`src/rtl/core/bchd_pkg.sv`:
```
package bchd_pkg;

	// configuration register indexes
	localparam logic [2:0] CFG_PRESS_QUALIFY   = 3'd0;
	localparam logic [2:0] CFG_HOLD_THRESHOLD  = 3'd1;
	localparam logic [2:0] CFG_RELEASE_QUALIFY = 3'd2;
	localparam logic [2:0] CFG_MULTICLICK_GAP  = 3'd3;
	localparam logic [2:0] CFG_BUTTON_ID       = 3'd4;
	localparam logic [2:0] CFG_EVENTS_ENABLED  = 3'd5;

	// event codes on the result channel
	localparam logic [2:0] EV_PRESS        = 3'd0;
	localparam logic [2:0] EV_HOLD_START   = 3'd1;
	localparam logic [2:0] EV_HOLD_PROGRESS = 3'd2;
	localparam logic [2:0] EV_HOLD_RELEASE = 3'd3;
	localparam logic [2:0] EV_CLICK        = 3'd4;

	typedef logic [2:0]  cfg_index_t;
	typedef logic [15:0] cfg_data_t;
	typedef logic [15:0] ms16_t;
	typedef logic [31:0] ms32_t;
	typedef logic [7:0]  byte_t;
	typedef logic [2:0]  event_code_t;

endpackage

```
`src/rtl/core/bchd_in_if.sv`:
```
interface bchd_in_if;
	import bchd_pkg::*;

	logic  valid;
	logic  ready;
	logic  pressed;
	ms32_t now_ms;

	modport source (output valid, output pressed, output now_ms, input ready);
	modport sink (input valid, input pressed, input now_ms, output ready);

endinterface

```
`src/rtl/core/bchd_out_if.sv`:
```
interface bchd_out_if;
	import bchd_pkg::*;

	logic        valid;
	logic        ready;
	event_code_t event_code;
	byte_t       click_count;
	ms32_t       hold_ms;
	byte_t       source_id;

	modport source (output valid, output event_code, output click_count, output hold_ms,
		output source_id, input ready);
	modport sink (input valid, input event_code, input click_count, input hold_ms,
		input source_id, output ready);

endinterface

```
`src/rtl/core/button_click_hold_detector_unit.sv`:
```
// Button click / hold detector.
// in_ch carries one poll of the button per beat: pressed level and the
// free-running millisecond time now_ms. out_ch carries at most one event per
// poll: event_code, click_count, hold_ms and source_id (the button id).
// The cfg port (cfg_we, cfg_index, cfg_data) writes the timing registers,
// the button id and the event enable; write only while the block is idle.
// Path: a poll is taken into the input register, is evaluated there against
// the state, and its event is written to the result register that drives
// out_ch when the poll advances (not while out_ch holds an untaken event).
// Throughput: one poll per cycle while out_ch is not stalled; the state
// machine step is combinational, so a poll can follow on every clock.
// Stall: while out_ch holds an event that is not taken, the input register
// keeps its poll and in_ch accepts no more than that one extra beat.
// Reset (arst_n low): state machine to idle, timers and click count cleared,
// registers back to 50/1000/50/300 ms, id 0, events enabled.
module button_click_hold_detector_unit #(
	parameter int TIME_BITS = 32
) (
	input  logic                  clk,
	input  logic                  arst_n,
	input  logic                  cfg_we,
	input  bchd_pkg::cfg_index_t  cfg_index,
	input  bchd_pkg::cfg_data_t   cfg_data,
	bchd_in_if.sink               in_ch,
	bchd_out_if.source            out_ch
);
	import bchd_pkg::*;

	// time differences are reduced modulo 2^TIME_BITS, then kept to 32 bits
	localparam logic [31:0] DiffMask = (TIME_BITS >= 32) ? 32'hFFFF_FFFF
		: 32'((64'd1 << TIME_BITS) - 64'd1);

	// state codes
	localparam logic [3:0] ST_IDLE        = 4'd0;
	localparam logic [3:0] ST_QUALIFY     = 4'd1;
	localparam logic [3:0] ST_PRESSED     = 4'd2;
	localparam logic [3:0] ST_WAIT_HOLD   = 4'd3;
	localparam logic [3:0] ST_RELEASE     = 4'd4;
	localparam logic [3:0] ST_CLICK       = 4'd5;
	localparam logic [3:0] ST_WAIT_MULTI  = 4'd6;
	localparam logic [3:0] ST_HOLD        = 4'd7;
	localparam logic [3:0] ST_HOLD_PASSED = 4'd8;

	// configuration registers
	ms16_t press_qual_q, hold_thr_q, release_qual_q, multi_gap_q;
	byte_t button_id_q;
	logic  events_en_q;

	always_ff @(posedge clk or negedge arst_n) begin
		if (!arst_n) begin
			press_qual_q   <= 16'd50;
			hold_thr_q     <= 16'd1000;
			release_qual_q <= 16'd50;
			multi_gap_q    <= 16'd300;
			button_id_q    <= 8'd0;
			events_en_q    <= 1'b1;
		end else if (cfg_we) begin
			case (cfg_index)
				CFG_PRESS_QUALIFY:   press_qual_q   <= cfg_data;
				CFG_HOLD_THRESHOLD:  hold_thr_q     <= cfg_data;
				CFG_RELEASE_QUALIFY: release_qual_q <= cfg_data;
				CFG_MULTICLICK_GAP:  multi_gap_q    <= cfg_data;
				CFG_BUTTON_ID:       button_id_q    <= cfg_data[7:0];
				CFG_EVENTS_ENABLED:  events_en_q    <= cfg_data[0];
				default: ;
			endcase
		end
	end

	// input register
	logic  valid_s1;
	logic  pressed_s1;
	ms32_t now_s1;
	logic  out_valid_q;
	logic  advance;

	assign advance     = valid_s1 && (!out_valid_q || out_ch.ready);
	assign in_ch.ready = !valid_s1 || advance;

	always_ff @(posedge clk or negedge arst_n) begin
		if (!arst_n) begin
			valid_s1 <= 1'b0;
		end else if (in_ch.ready) begin
			valid_s1 <= in_ch.valid;
		end
	end

	always_ff @(posedge clk) begin
		if (in_ch.valid && in_ch.ready) begin
			pressed_s1 <= in_ch.pressed;
			now_s1     <= in_ch.now_ms;
		end
	end

	// machine state
	logic [3:0] state_q;
	ms32_t      tstart_q, hbegin_q, helap_q;
	ms16_t      tlen_q;
	byte_t      clicks_q;

	// timer and hold time differences
	ms32_t timer_diff, hold_diff;
	logic  timer_done;

	assign timer_diff = (now_s1 - tstart_q) & DiffMask;
	assign hold_diff  = (now_s1 - hbegin_q) & DiffMask;
	assign timer_done = timer_diff >= {16'd0, tlen_q};

	// next state and event for the registered poll
	logic [3:0]  state_d;
	ms32_t       tstart_d, hbegin_d, helap_d;
	ms16_t       tlen_d;
	byte_t       clicks_d;
	logic        emit;
	event_code_t code_d;
	byte_t       cnt_d;
	ms32_t       hms_d;

	always_comb begin
		state_d  = state_q;
		tstart_d = tstart_q;
		tlen_d   = tlen_q;
		hbegin_d = hbegin_q;
		helap_d  = helap_q;
		clicks_d = clicks_q;
		emit     = 1'b0;
		code_d   = EV_PRESS;
		cnt_d    = 8'd0;
		hms_d    = 32'd0;
		if (pressed_s1) begin
			case (state_q)
				ST_IDLE: begin
					state_d  = ST_QUALIFY;
					tstart_d = now_s1;
					tlen_d   = press_qual_q;
					hbegin_d = now_s1;
				end
				ST_QUALIFY: begin
					if (timer_done) state_d = ST_PRESSED;
				end
				ST_PRESSED: begin
					state_d  = ST_WAIT_HOLD;
					tstart_d = now_s1;
					tlen_d   = hold_thr_q;
					emit     = 1'b1;
					code_d   = EV_PRESS;
				end
				ST_WAIT_HOLD: begin
					if (timer_done) begin
						state_d = ST_HOLD;
						emit    = 1'b1;
						code_d  = EV_HOLD_START;
					end
				end
				ST_WAIT_MULTI: begin
					if (!timer_done) begin
						state_d  = ST_QUALIFY;
						tstart_d = now_s1;
						tlen_d   = press_qual_q;
						hbegin_d = now_s1;
					end
				end
				ST_HOLD: begin
					helap_d = hold_diff;
					emit    = 1'b1;
					code_d  = EV_HOLD_PROGRESS;
					hms_d   = hold_diff + {16'd0, hold_thr_q};
				end
				default: ;
			endcase
		end else begin
			case (state_q)
				ST_WAIT_HOLD: begin
					state_d  = ST_RELEASE;
					tstart_d = now_s1;
					tlen_d   = release_qual_q;
				end
				ST_RELEASE: begin
					if (timer_done) begin
						state_d = ST_CLICK;
						// count saturates at its top value
						if (clicks_q != 8'hFF) clicks_d = clicks_q + 8'd1;
						emit   = 1'b1;
						code_d = EV_CLICK;
						cnt_d  = clicks_d;
					end
				end
				ST_HOLD: begin
					state_d  = ST_HOLD_PASSED;
					tlen_d   = 16'd0;
					clicks_d = 8'd0;
					emit     = 1'b1;
					code_d   = EV_HOLD_RELEASE;
					hms_d    = helap_q + {16'd0, hold_thr_q};
				end
				ST_CLICK: begin
					state_d  = ST_WAIT_MULTI;
					tstart_d = now_s1;
					tlen_d   = multi_gap_q;
				end
				ST_WAIT_MULTI: begin
					if (timer_done) begin
						state_d  = ST_IDLE;
						tlen_d   = 16'd0;
						clicks_d = 8'd0;
					end
				end
				default: state_d = ST_IDLE;
			endcase
		end
	end

	always_ff @(posedge clk or negedge arst_n) begin
		if (!arst_n) begin
			state_q  <= ST_IDLE;
			tstart_q <= 32'd0;
			tlen_q   <= 16'd0;
			hbegin_q <= 32'd0;
			helap_q  <= 32'd0;
			clicks_q <= 8'd0;
		end else if (advance) begin
			state_q  <= state_d;
			tstart_q <= tstart_d;
			tlen_q   <= tlen_d;
			hbegin_q <= hbegin_d;
			helap_q  <= helap_d;
			clicks_q <= clicks_d;
		end
	end

	// result register
	always_ff @(posedge clk or negedge arst_n) begin
		if (!arst_n) begin
			out_valid_q <= 1'b0;
		end else if (advance) begin
			out_valid_q <= emit && events_en_q;
		end else if (out_ch.ready) begin
			out_valid_q <= 1'b0;
		end
	end

	always_ff @(posedge clk) begin
		if (advance && emit && events_en_q) begin
			out_ch.event_code  <= code_d;
			out_ch.click_count <= cnt_d;
			out_ch.hold_ms     <= hms_d;
			out_ch.source_id   <= button_id_q;
		end
	end

	assign out_ch.valid = out_valid_q;

`ifndef SYNTHESIS
	// machine state only moves when a poll is evaluated
	a_state_frozen: assert property (@(posedge clk) disable iff (!arst_n)
		!advance |=> $stable(state_q) && $stable(clicks_q))
		else $error("state changed without a poll");

	// a new event beat comes only from an evaluated poll with events on
	a_event_source: assert property (@(posedge clk) disable iff (!arst_n)
		advance && !(emit && events_en_q) |=> !out_ch.valid)
		else $error("event beat without an emitting poll");

	// input only backs up when both the input and result registers are full
	a_backpressure: assert property (@(posedge clk) disable iff (!arst_n)
		!in_ch.ready |-> valid_s1 && out_valid_q && !out_ch.ready)
		else $error("input stalled with room to spare");
`endif

endmodule
```
`src/flat_wrapper.sv`:
```
// flat-port wrapper written by rule: the top's interface ports become plain ports
module button_click_hold_detector_unit_flat import bchd_pkg::*;
#(
	parameter int TIME_BITS = 32
)
  (clk, arst_n, cfg_we, cfg_index, cfg_data, in_ch_valid, in_ch_pressed, in_ch_now_ms, in_ch_ready, out_ch_valid, out_ch_event_code, out_ch_click_count, out_ch_hold_ms, out_ch_source_id, out_ch_ready);
  bchd_in_if in_ch_i ();
  bchd_out_if out_ch_i ();
  input  logic clk;
  input  logic arst_n;
  input  logic cfg_we;
  input  bchd_pkg::cfg_index_t cfg_index;
  input  bchd_pkg::cfg_data_t cfg_data;
  input wire logic [$bits(in_ch_i.valid)-1:0] in_ch_valid;
  input wire logic [$bits(in_ch_i.pressed)-1:0] in_ch_pressed;
  input wire logic [$bits(in_ch_i.now_ms)-1:0] in_ch_now_ms;
  output wire logic [$bits(in_ch_i.ready)-1:0] in_ch_ready;
  output wire logic [$bits(out_ch_i.valid)-1:0] out_ch_valid;
  output wire logic [$bits(out_ch_i.event_code)-1:0] out_ch_event_code;
  output wire logic [$bits(out_ch_i.click_count)-1:0] out_ch_click_count;
  output wire logic [$bits(out_ch_i.hold_ms)-1:0] out_ch_hold_ms;
  output wire logic [$bits(out_ch_i.source_id)-1:0] out_ch_source_id;
  input wire logic [$bits(out_ch_i.ready)-1:0] out_ch_ready;
  assign in_ch_i.valid = in_ch_valid;
  assign in_ch_i.pressed = in_ch_pressed;
  assign in_ch_i.now_ms = in_ch_now_ms;
  assign in_ch_ready = in_ch_i.ready;
  assign out_ch_valid = out_ch_i.valid;
  assign out_ch_event_code = out_ch_i.event_code;
  assign out_ch_click_count = out_ch_i.click_count;
  assign out_ch_hold_ms = out_ch_i.hold_ms;
  assign out_ch_source_id = out_ch_i.source_id;
  assign out_ch_i.ready = out_ch_ready;
  button_click_hold_detector_unit #(.TIME_BITS(TIME_BITS)) u_core (.clk(clk), .arst_n(arst_n), .cfg_we(cfg_we), .cfg_index(cfg_index), .cfg_data(cfg_data), .in_ch(in_ch_i), .out_ch(out_ch_i));
endmodule
```
`config.mk`:
```
export PLATFORM = sky130hd
export DESIGN_NAME = button_click_hold_detector_unit_flat
export DESIGN_NICKNAME = d
export VERILOG_FILES = /design/src/rtl/core/bchd_pkg.sv /design/src/rtl/core/bchd_in_if.sv /design/src/rtl/core/bchd_out_if.sv /design/src/rtl/core/button_click_hold_detector_unit.sv /design/src/flat_wrapper.sv
export SDC_FILE = /design/constraint.sdc
export NUM_CORES = 1
export LEC_CHECK = 0
export BUFFER_PORTS_ARGS = -buffer_cell sky130_fd_sc_hd__buf_2
export CORE_ASPECT_RATIO = 0.9
export CORE_MARGIN = 2
export CORE_UTILIZATION = 25
export CTS_CLUSTER_SIZE = 20
export DETAILED_ROUTE_END_ITERATION = 10
export PLACE_DENSITY = 0.5
export SLEW_MARGIN = 5
export SYNTH_ARGS = -nofsm -noshare
export SYNTH_HDL_FRONTEND = slang
export SYNTH_SLANG_ARGS = --single-unit
export TNS_END_PERCENT = 20
```
`constraint.sdc`:
```
create_clock -name clk -period 21.8 [get_ports clk]
set_input_delay 0 -clock clk [delete_from_list [all_inputs] [get_ports clk]]
set_output_delay 0 -clock clk [all_outputs]
set_load 0.005 [all_outputs]
```
== Word level (Yosys, flattened, before mapping) ==
Cells that the tools add are included.
Widths: inputs -> output; s select.
Operators by class
  div/mod/pow operators: 0
  $mul: 0
  reductions and logical operators: 32
  bitwise logic cells: 3
  eq/ne operators: 24
  mux-type cells: 36
  order comparisons: 1
  add/sub/neg operators: 5
  shift-type cells: 0
Operator list (count)
  $mux 32: 6
  $pmux 32 s2: 2
  $add 32x16->32: 2
  $pmux 16 s4: 1
  $sub 32x32->32: 2
  $mux 16: 3
  $pmux 16 s3: 1
  $pmux 4 s5: 2
  $ge 32x16->1: 1
  $mux 4: 6
  $mux 8: 3
  $pmux 8 s3: 1
  $eq 4x3->1 const B: 4
  $ne 3x3->1 const B: 4
  $pmux 3 s2: 2
  $reduce_and 2->1: 6
  $reduce_and 5->1: 2
  $add 8x1->8 const B: 1
  $eq 4x2->1 const B: 2
  $ne 8x8->1 const B: 1
  $reduce_and 4->1: 2
  $reduce_and 7->1: 1
  $eq 3x2->1 const B: 2
  $eq 3x3->1 const B: 2
  22 further kinds: 42
Storage, ports and cells
  memories kept: 0
  ROM bits: 0
  word-level logic and storage cells: 121
  bits in latches: 0
  register bits: 283
  memory bits (writable): 0

== Logic depth before layout (Yosys ltp) ==
Gate-level depths: netlist of run 1.
  depth after elaboration: 7
  mapped depth: 24

== Worst setup path after synthesis of run 1 ==
Ideal clock, no wire load.
  kind: reg-to-reg
  start: reg u_core.tstart_q[0]
  end: reg u_core.out_ch.click_count[0], enable pin
  stages on the path, launching flop included: 18
  path slack: 9.898 ns
  data arrival time: 11.164 ns
  data required time: 21.061 ns
  cell sequence: dfrtp_1 > ha_1 > fa_1 > nor2b_1 > o211ai_1 > a211oi_1 > nor2_1 > xnor2_1 > ha_1 > nand2_1 > a21oi_1 > a211oi_1 > a211oi_1 > nor2_1 > nand3_1 > a2111o_1 > nor4_4 > a2111oi_0
Between the ends
  cells in the longest elaborated chain, start to end: 7
  elaborated cells on any way between the ends: 8
  classes of those cells: add/sub: 1; order compare: 1; mux: 4; reduce/logical: 2
RTL lines
  start: declaration: RTL line button_click_hold_detector_unit.sv:97  | ms32_t tstart_q, hbegin_q, helap_q;
  start signal: assignment: RTL line button_click_hold_detector_unit.sv:223  | tstart_q <= tstart_d;
  $sub 32x32->32 *: RTL line button_click_hold_detector_unit.sv:105  | assign timer_diff = (now_s1 - tstart_q) & DiffMask;
  $ge 32x16->1 *: RTL line button_click_hold_detector_unit.sv:107  | assign timer_done = timer_diff >= {16'd0, tlen_q};
  $mux 1 *: RTL line button_click_hold_detector_unit.sv:149, button_click_hold_detector_unit.sv:179
  $pmux 1 s2, on equally long branches: RTL line button_click_hold_detector_unit.sv:172, button_click_hold_detector_unit.sv:131
  $mux 1 *: RTL line button_click_hold_detector_unit.sv:130  | if (pressed_s1) begin
  $logic_and 1x1->1 * (2 in series): RTL line button_click_hold_detector_unit.sv:243  | if (advance && emit && events_en_q) begin
  end signal: assignment: RTL line button_click_hold_detector_unit.sv:245  | out_ch.click_count <= cnt_d;
  end: declaration: RTL line bchd_out_if.sv:11  | modport source (output valid, output event_code, output click_count, output hold_ms,
Every way passes the cells marked *; elsewhere a longest branch is shown, timed or not.
A chain may end at the register's enable or synchronous reset.

== Worst setup path after layout of run 1 ==
  start: reg u_core.now_s1[0]
  end: reg u_core.hbegin_q[31]
Between the ends
  cells in the longest elaborated chain, start to end: 4
RTL lines
  start: declaration: RTL line button_click_hold_detector_unit.sv:73  | ms32_t now_s1;
  start signal: assignment: RTL line button_click_hold_detector_unit.sv:91  | now_s1 <= in_ch.now_ms;
  $sub 32x32->32: RTL line button_click_hold_detector_unit.sv:105
  $ge 32x16->1: RTL line button_click_hold_detector_unit.sv:107
  $ne 2x2->1 (no line)
  $reduce_and 4->1 (no line)
  end signal: assignment: RTL line button_click_hold_detector_unit.sv:225  | hbegin_q <= hbegin_d;
  end: declaration: RTL line button_click_hold_detector_unit.sv:97
Every way passes these cells.

==> results_tabular.tex, run 1 <==
\begin{tabular}{lr}
\hline
Metric & Value \\
\hline
\multicolumn{2}{l}{\textbf{Logic synthesis}} \\
\quad Post-synth design cell area & 17420 sq um \\
\quad Cell count after synthesis & 1671 \\
\quad Post-Synthesis Net Count & 1843 \\
\quad Post-synthesis async set-or-reset flop share & 0.7032 \\
\quad Post-synthesis area per instance & 10.43 sq um \\
\quad Count of flip-flops with a built-in enable after synthesis & 84 \\
\quad Sequential cell area fraction in the yosys report & 0.4318 \\
\quad Warnings from Yosys & 0 \\
\quad Register bit count reported by yosys & 283 \\
\quad Most frequently used flop master after synthesis & dfrtp\_1 \\
\quad Count of distinct cell types in the synthesized netlist & 73 \\
\multicolumn{2}{l}{\textbf{STA}} \\
\quad Setup TNS after final layout & 0 ps \\
\quad Max Slew Vio Count & 0 \\
\quad Post-layout min period & 6012 ps \\
\quad Number of hold-slack violations in the final timing report & 0 \\
\quad Max-Slew Margin vs Limit & 0.1469 \\
\quad Worst hold slack after final layout & 165.3 ps \\
\quad Post-route clock period utilization & 0.2758 \\
\quad Final Setup Violations & 0 \\
\quad RSZ-0062 raised after global routing & false \\
\quad Final Skew & 27.15 ps \\
\quad Tightest Pin Transition & 1277 ps \\
\quad Maximum frequency from static timing analysis & 166.3 MHz \\
\multicolumn{2}{l}{\textbf{Clocking}} \\
\quad Post-cts resize count & 0 \\
\quad Maximum buffer depth of the clock tree & 3 \\
\quad Number of buffers created by CTS & 36 \\
\quad Clk slew on worst S/H paths & 60 ps \\
\quad Worst-skew pair later-pin latency & 560 ps \\
\quad Clock sinks & 283 \\
\quad CTS tree & built \\
\quad Root Buffer Master & clkbuf\_16 \\
\quad H-tree depth reported by CTS & 2 \\
\multicolumn{2}{l}{\textbf{Run status}} \\
\quad Run status & complete, no violations \\
\multicolumn{2}{l}{\textbf{Route}} \\
\quad Drt first pass iters & 7 \\
\quad Number of remaining DRC errors & 0 \\
\quad Remaining antenna violation count after routing & 0 \\
\quad Via-per-instance ratio & 4.728 \\
\quad Wire length reported by the detailed router & 48140 um \\
\quad Final routed wire length divided by cell count & 17.22 um \\
\quad Routed vias & 13216 \\
\quad Violation count after the first detailed-routing iteration & 765 \\
\multicolumn{2}{l}{\textbf{Setup path}} \\
\quad Endpoint arrival time on the critical path & 6440 ps \\
\quad Launch instance of the worst register-to-register path & u\_core.now\_s1[0] \\
\quad Type of element launching the critical path & flop \\
\quad Critical path peak fanout & 32 \\
\quad FF-to-FF End & u\_core.hbegin\_q[31] \\
\quad CP startpoint & u\_core.now\_s1[0] \\
\quad Setup slack of the worst register-to-register path & 15790 ps \\
\quad Endpoint class of the critical path & flop \\
\quad Critical path class & flop to flop \\
\quad Worst EP required & 22230 ps \\
\quad R2r worst-path depth & 19 \\
\multicolumn{2}{l}{\textbf{Global routing}} \\
\quad First-pass GRT wire length & 75530 um \\
\quad Overall track demand over capacity in global routing & 0.1341 \\
\quad Total global routing overflow & 0 \\
\quad Via count of the first global-routing pass & 13049 \\
\quad Initial antenna violation count & 1 \\
\quad Largest net degree at the start of global routing & 76 \\
\multicolumn{2}{l}{\textbf{Worst hold path}} \\
\quad Path type of the worst min-delay path & input pin to flop \\
\quad Worst Hold Launch & in\_ch\_pressed \\
\quad Hold Path Stages & 2 \\
\quad Destination of the worst hold path & u\_core.pressed\_s1 \\
\multicolumn{2}{l}{\textbf{Place}} \\
\quad I/O Buffers & 109 \\
\quad Routability congestion estimate from global placement & 0.8382 \\
\quad Placed wire-length estimate after detailed placement & 36060 um \\
\quad Placed Instances & 2668 \\
\multicolumn{2}{l}{\textbf{Pwr}} \\
\quad Power density cells & 144.8 nW/um\^{}2 \\
\quad Static leakage & 8.988 nW \\
\quad Largest vdd supply drop & 53.72 uV \\
\multicolumn{2}{l}{\textbf{Cells and area}} \\
\quad Final standard cell utilization of the core & 0.3031 \\
\quad Number of fill cells & 7180 \\
\quad Final nets & 2008 \\
\quad Post-Layout Cell Count & 2795 \\
\quad Syn-to-layout area delta & 19.64\% \\
\quad Ratio of cells with drive above 1 in the final layout & 0.2044 \\
\multicolumn{2}{l}{\textbf{Run}} \\
\quad Maxcap violations & 0 \\
\multicolumn{2}{l}{\textbf{Floorplanning}} \\
\quad Top-level port count & 110 \\
\quad Die Footprint & 71820 sq um \\
\quad Core area & 68770 sq um \\
\quad Initial core utilization & 0.2533 \\
\quad Width of the chip & 282.3 um \\
\quad \# rows & 91 \\
\quad Chip Height & 254.4 um \\
\hline
\end{tabular}
sequential cells by signal (all words and copies together) (netlist names):
name and flops:
u_core.release_qual_q 16, u_core.events_en_q 1, u_core.out_ch.hold_ms 32, u_core.out_ch.valid 1, u_core.hbegin_q 32, u_core.clicks_q 8, u_core.out_ch.click_count 8, u_core.now_s1 32
u_core.valid_s1 1, u_core.multi_gap_q 16, u_core.pressed_s1 1, u_core.press_qual_q 16, u_core.out_ch.event_code 3, u_core.tlen_q 16, u_core.out_ch.source_id 8, u_core.hold_thr_q 16
u_core.state_q 4, u_core.button_id_q 8, u_core.helap_q 32, u_core.tstart_q 32
worst max-delay path by stage:
| stage | endpoint | slack, ps | cells after the start |
|---|---|---|---|
| 6_report | u_core.hbegin_q[31] | 15790 | 19 |
| 5_1_grt | u_core.hbegin_q[28] | 15390 | 21 |
| 4_1_cts | u_core.hbegin_q[31] | 15760 | 19 |
| 3_5_place_dp | u_core.hbegin_q[31] | 15790 | 19 |
| 3_3_place_gp | u_core.hbegin_q[31] | 15850 | 19 |
| 2_1_floorplan | u_core.out_ch.click_count[0] | 9900 | 17 |
per-stage QoR:
stage          total power, W  worst slack, ps  area (sq um)
5_1_grt              0.003276            15390         20850
4_1_cts              0.003041            15760         20840
3_5_place_dp         0.002411            15790         19060
3_3_place_gp         0.002386            15850         19060
6_report             0.003019            15790         20850
2_1_floorplan        0.002014             9898         17420
where the power goes:
part | switching, W | internal [W] | leakage (nW)
combinational | 0.000915 | 0.000700 | 5.19
sequential | 0.000104 | 0.000703 | 3.21
clock | 0.000238 | 0.000360 | 0.584
cell families after synthesis:
group | share of synthesized area
AO/OA/AOI/OAI | 0.1543
AND/OR/NAND/NOR | 0.1125
flip-flops | 0.4318
multiplexers | 0.1299
buffers and inverters | 0.03849
adder cells (fa/ha/maj) | 0.08431
XOR/XNOR | 0.04876
synth_stat cells (6+ instances only):
library cell,count,area share
a211oi_1,26,0.011
a21o_1,45,0.019
a21oi_1,113,0.032
a222oi_1,16,0.0092
a31oi_1,7,0.0025
and2_1,8,0.0029
and3_1,14,0.0050
clkbuf_1,45,0.0097
dfrtp_1,182,0.26
dfstp_2,17,0.026
edfxtp_1,84,0.14
ha_1,111,0.080
inv_1,120,0.026
mux2_2,141,0.091
mux2_4,29,0.025
mux2i_1,24,0.014
nand2_1,117,0.025
nand2b_1,21,0.0075
nand3_1,31,0.0089
nand4_1,14,0.0050
nor2_1,102,0.022
nor2b_1,13,0.0047
nor3_1,29,0.0083
nor3b_1,9,0.0039
nor4_1,6,0.0022
o211ai_1,11,0.0047
o21a_1,17,0.0073
o21ai_0,77,0.022
o21bai_1,15,0.0065
o22ai_1,9,0.0032
o31a_1,6,0.0030
o31ai_1,11,0.0047
or2_2,8,0.0029
or3_1,13,0.0047
xnor2_1,66,0.033
xor2_1,31,0.016
timing repair:
item | 4_1_cts | 5_1_grt
hold buffers | 60 | 0
setup buffers | 0 | 0
setup endpoints to repair | 0 | 0
hold endpoints to repair | 166 | 0
per-layer routing:
layer  global-route usage  share of wire  vias to the layer above
met2               0.2048           0.43                      284
met5                    0              0                        -
met3              0.02721          0.051                       60
met1               0.1900           0.50                     6413
met4              0.04082          0.026                        0
li1                     -              -                     6459
placed cells by master, fill, tap and decap left out, types with 77 or more instances in the layout:
master,count
a21oi_1,112
buf_2,108
dfrtp_1,182
edfxtp_1,84
ha_1,111
inv_1,120
mux2_2,141
nand2_1,117
nor2_1,101
o21ai_0,77
cell type report:
cell class | count | area [sq um] | share of cell area
Timing Repair Buffer | 177 | 1215 | 0.05828
Clock inverter | 16 | 138.9 | 0.006663
Clock buffer | 50 | 1046 | 0.05018
Multi-Input combinational cell | 1216 | 9298 | 0.4460
Inverter | 122 | 457.9 | 0.02197
Antenna cell | 1 | 2.502 | 0.0001200
Tap cell | 930 | 1164 | 0.05582
Sequential cell | 283 | 7523 | 0.3609
critical path, stage by stage, from the launching register on:
cell and delay (ps):
edfxtp_1 350, inv_1 80, ha_1 210, fa_1 410, nor2b_1 190, o211ai_1 170
a211oi_1 530, nor2_1 120, xnor2_1 150, ha_1 290, nand2_1 60, a21oi_1 40
a211oi_1 220, a211oi_1 90, or4_1 480, a2111o_1 510, nor4_4 470, a21oi_1 120
or3_2 890, mux2_4 460
Power figures use the tool's default switching activity.
==> inputs of run 2 (changes only) <==
Settings changed: ABC_AREA set to 1, PLACE_DENSITY 0.5 to 0.51.
Clock period 21.8 ns to 5.23 ns, I/O delays scaled along.
==> run 2 against run 1 <==
Compared with the run above:
- maximum frequency increased by 43%
- utilization fell by 0.51 points
- critical endpoint is now u_core.out_ch.hold_ms[27]
- routed wire length up 15%
- clock skew barely moved
- sequential power increased to 4.0 times the previous value
- via count up 22%
- worst setup slack got worse by 15000 ps
- design area is 4.6% higher
- area after synthesis increased by 5.9%
- clock power rose to 4.0 times the previous value
==> results_tabular.tex, run 2 <==
\begin{tabular}{lr}
\hline
Metric & Value \\
\hline
\multicolumn{2}{l}{\textbf{Floorplanning}} \\
\quad Width of the chip & 290.4 um (+2.9\%) \\
\quad Die Footprint & 76030 sq um (+5.9\%) \\
\quad Initial core utilization & 0.2523 (-0.001022) \\
\quad Chip Height & 261.8 um (+2.9\%) \\
\quad \# rows & 94 (+3.3\%) \\
\quad Core area & 73160 sq um (+6.4\%) \\
\quad Top-level port count & 110 (unchanged) \\
\multicolumn{2}{l}{\textbf{STA}} \\
\quad Tightest Pin Transition & 1157 ps (-119.5 ps) \\
\quad Final Setup Violations & 0 (unchanged) \\
\quad RSZ-0062 raised after global routing & false \\
\quad Max-Slew Margin vs Limit & 0.2265 (+0.07963) \\
\quad Maximum frequency from static timing analysis & 238.1 MHz (+43\%) \\
\quad Min setup slack post-route & 1030 ps (-14760 ps) \\
\quad Setup TNS after final layout & 0 ps (unchanged) \\
\quad Post-route clock period utilization & 0.8030 (+0.5272) \\
\quad Post-layout min period & 4200 ps (-1812 ps) \\
\quad Max Slew Vio Count & 0 (unchanged) \\
\quad Worst hold slack after final layout & 79.52 ps (-85.75 ps) \\
\quad Number of hold-slack violations in the final timing report & 0 (unchanged) \\
\quad Final Skew & 27.02 ps (-0.1357 ps) \\
\multicolumn{2}{l}{\textbf{Global routing}} \\
\quad Overall track demand over capacity in global routing & 0.1448 (+0.01067) \\
\quad Via count of the first global-routing pass & 15501 (+19\%) \\
\quad Total global routing overflow & 0 (unchanged) \\
\quad Initial antenna violation count & 0 (-1) \\
\quad Largest net degree at the start of global routing & 94 (+24\%) \\
\quad First-pass GRT wire length & 86970 um (+15\%) \\
\multicolumn{2}{l}{\textbf{Clocking}} \\
\quad CTS tree & built \\
\quad H-tree depth reported by CTS & 2 (unchanged) \\
\quad Clock sinks & 283 (unchanged) \\
\quad Worst-skew pair later-pin latency & 560 ps (about the same) \\
\quad Maximum buffer depth of the clock tree & 3 (unchanged) \\
\quad Number of buffers created by CTS & 35 (-2.8\%) \\
\quad Root Buffer Master & clkbuf\_16 \\
\quad Clk slew on worst S/H paths & 60 ps (about the same) \\
\quad Number of buffers added for setup after CTS & 0 (unchanged) \\
\multicolumn{2}{l}{\textbf{Place}} \\
\quad I/O Buffers & 109 (unchanged) \\
\quad Placed wire-length estimate after detailed placement & 42840 um (+19\%) \\
\quad Worst Setup Slack post-DPL & 1069 ps (-14720 ps) \\
\quad Routability congestion estimate from global placement & 0.9024 (+7.7\%) \\
\quad Placed Instance Area & 20080 sq um (+5.4\%) \\
\quad Placed Instances & 3510 (+32\%) \\
\multicolumn{2}{l}{\textbf{Setup path}} \\
\quad Endpoint class of the critical path & flop \\
\quad Cell breakdown of the critical path & inv\_1 -> ha\_1 -> inv\_1 -> fa\_1 -> nand3\_1 -> nand3\_1 -> nand3\_1 -> nand2\_1 -> a21o\_1 -> xor2\_1 -> ha\_1 -> nand2\_1 -> nor2\_1 -> nand4\_1 -> o21ai\_1 -> nand3\_1 -> nand2\_1 -> nand2\_1 -> nor2\_1 -> nand3\_1 -> nand3\_1 -> o21ai\_0 \\
\quad Endpoint arrival time on the critical path & 4480 ps (-1960 ps) \\
\quad Most used cell along the critical path & nand3\_1 \\
\quad Critical path peak fanout & 7 (-78\%) \\
\quad Longest individual stage delay on the worst path & 460 ps (-430 ps) \\
\quad Type of element launching the critical path & flop \\
\quad Slowest-stage cell, CP & fa\_1 \\
\quad Worst EP required & 5510 ps (-16720 ps) \\
\quad Critical path class & flop to flop \\
\multicolumn{2}{l}{\textbf{Logic synthesis}} \\
\quad Most instantiated cells after synthesis & nand2\_1, inv\_1, dfrtp\_1, o21ai\_0, nor2\_1 \\
\quad Sequential cell area fraction in the yosys report & 0.4076 (-0.02424) \\
\quad Cell count after synthesis & 2478 (+48\%) \\
\quad Count of flip-flops with a built-in enable after synthesis & 84 (unchanged) \\
\quad Leading post-synthesis cells by cell area & dfrtp\_1, nand2\_1, edfxtp\_1 \\
\quad Cell type contributing the most total cell area after synthesis & dfrtp\_1 \\
\quad Count of distinct cell types in the synthesized netlist & 52 (-29\%) \\
\quad Cell with the most instances after synthesis & nand2\_1 \\
\quad Most frequently used flop master after synthesis & dfrtp\_1 \\
\quad Warnings from Yosys & 0 (unchanged) \\
\quad Area share of the largest cell type after synthesis & 0.2467 (-0.01467) \\
\quad Post-Synthesis Net Count & 2650 (+44\%) \\
\quad Register bit count reported by yosys & 283 (unchanged) \\
\quad Post-synthesis area per instance & 7.449 sq um (-29\%) \\
\quad Post-synth design cell area & 18460 sq um (+5.9\%) \\
\quad Post-synthesis async set-or-reset flop share & 0.7032 (unchanged) \\
\multicolumn{2}{l}{\textbf{Route}} \\
\quad Remaining antenna violation count after routing & 0 (unchanged) \\
\quad Violation count after the first detailed-routing iteration & 1136 (+48\%) \\
\quad Final routed wire length divided by cell count & 15.21 um (-12\%) \\
\quad Via-per-instance ratio & 4.447 (-5.9\%) \\
\quad Wire length reported by the detailed router & 55270 um (+15\%) \\
\quad Routed vias & 16161 (+22\%) \\
\quad Number of remaining DRC errors & 0 (unchanged) \\
\quad Drt first pass iters & 6 (-1) \\
\multicolumn{2}{l}{\textbf{Cells and area}} \\
\quad Number of fill cells & 7969 (+11\%) \\
\quad Ratio of cells with drive above 1 in the final layout & 0.1062 (-0.09819) \\
\quad Area used by sequential logic in the layout & 7523 sq um (unchanged) \\
\quad Number of antenna repair diodes & 0 (-1) \\
\quad Multi-input gate area in the final layout & 9268 sq um (-0.32\%) \\
\quad Final nets & 2820 (+40\%) \\
\quad Final instance area & 21800 sq um (+4.6\%) \\
\quad Leading cell type in the layout, fill and taps excluded & nand2\_1 \\
\quad Syn-to-layout area delta & 18.09\% \\
\quad Post-Layout Cell Count & 3634 (+30\%) \\
\quad Highest-count cells in the layout ignoring fill and taps & nand2\_1, inv\_1, dfrtp\_1 \\
\multicolumn{2}{l}{\textbf{Worst hold path}} \\
\quad Path type of the worst min-delay path & input pin to async pin \\
\multicolumn{2}{l}{\textbf{Pwr}} \\
\quad Power density cells & 533.4 nW/um\^{}2 (+270\%) \\
\quad Largest vdd supply drop & 201.8 uV (+280\%) \\
\quad Static leakage & 10.57 nW (+18\%) \\
\multicolumn{2}{l}{\textbf{Run}} \\
\quad Maxcap violations & 0 (unchanged) \\
\multicolumn{2}{l}{\textbf{Run status}} \\
\quad Run status & complete, no violations \\
\hline
\end{tabular}
-- run 2: area by class of cell --
| class | instances | share of cell area |
|---|---|---|
| multi-input combinational | 1769 | 0.4252 |
| sequential | 283 | 0.3451 |
| inverter | 373 | 0.06423 |
| timing repair buffer | 186 | 0.05952 |
| tap | 960 | 0.05510 |
| clock buffer | 43 | 0.04248 |
| clock inverter | 20 | 0.008380 |
-- run 2: per-stage QoR --
stage,power (W),utilization
CTS,0.01171,0.2980
global route,0.01274,0.2980
global placement,0.009202,0.2745
floorplan,0.007598,-
finish,0.01163,0.2980
detailed placement,0.009207,0.2745
-- run 2: power by group --
group	total, W	leakage (nW)	switching (W)	internal [W]
combinational	0.00603	6.71	0.00392	0.00211
clock	0.00237	0.538	0.00100	0.00137
sequential	0.00322	3.32	0.000385	0.00284
-- run 2: per-layer routing --
| metal | part of all wire | GRT usage | up-vias |
|---|---|---|---|
| li1 | - | - | 8354 |
| met1 | 0.49 | 0.2013 | 7408 |
| met2 | 0.44 | 0.2315 | 314 |
| met3 | 0.045 | 0.02148 | 85 |
| met4 | 0.029 | 0.04721 | 0 |
| met5 | 0 | 0 | - |
-- run 2: kinds of logic (layout without fill, tap and decap cells) --
kind of cell               after synthesis  count (layout)  synth area share
and+or+nand+nor                       1169            1169            0.2630
adders and majority gates              115             115           0.07958
AOI/OAI and AO/OA                      426             426            0.1314
muxes                                    1               1         0.0005423
xor gates and xnor gates                58              58           0.02752
DFF                                    283             283            0.4076
buffers and inverters                  426             622           0.09035
-- run 2: what timing repair did --
item	in CTS	in global routing
endpoints found under the setup margin	0	0
hold buffers	61	0
endpoints found under the hold margin	199	0
gates resized for setup	0	0
-- run 2: final timing paths --
| check | start | to | cells past startpoint | slack, ps |
|---|---|---|---|---|
| min in group clk | in_ch_now_ms[17] | u_core.now_s1[17] | 2 | 160 |
| min reg2reg | u_core.button_id_q[6] | u_core.out_ch.source_id[6] | 0 | 450 |
| max in group asynchronous | arst_n | u_core.tlen_q[0] | 3 | 3840 |
| min | arst_n | u_core.clicks_q[7] | 2 | 80 |
| max reg2reg | u_core.now_s1[0] | u_core.out_ch.hold_ms[27] | 22 | 1030 |
| max | u_core.now_s1[0] | u_core.out_ch.hold_ms[27] | 22 | 1030 |
-- run 2: critical path, delay by kind of cell, from the launching register on --
kind	cells	cell delay (ps)
and+or+nand+nor	13	1690
xor gates and xnor gates	1	170
adders and majority gates	3	980
buffers and inverters	2	190
DFF	1	360
AOI/OAI and AO/OA	3	540
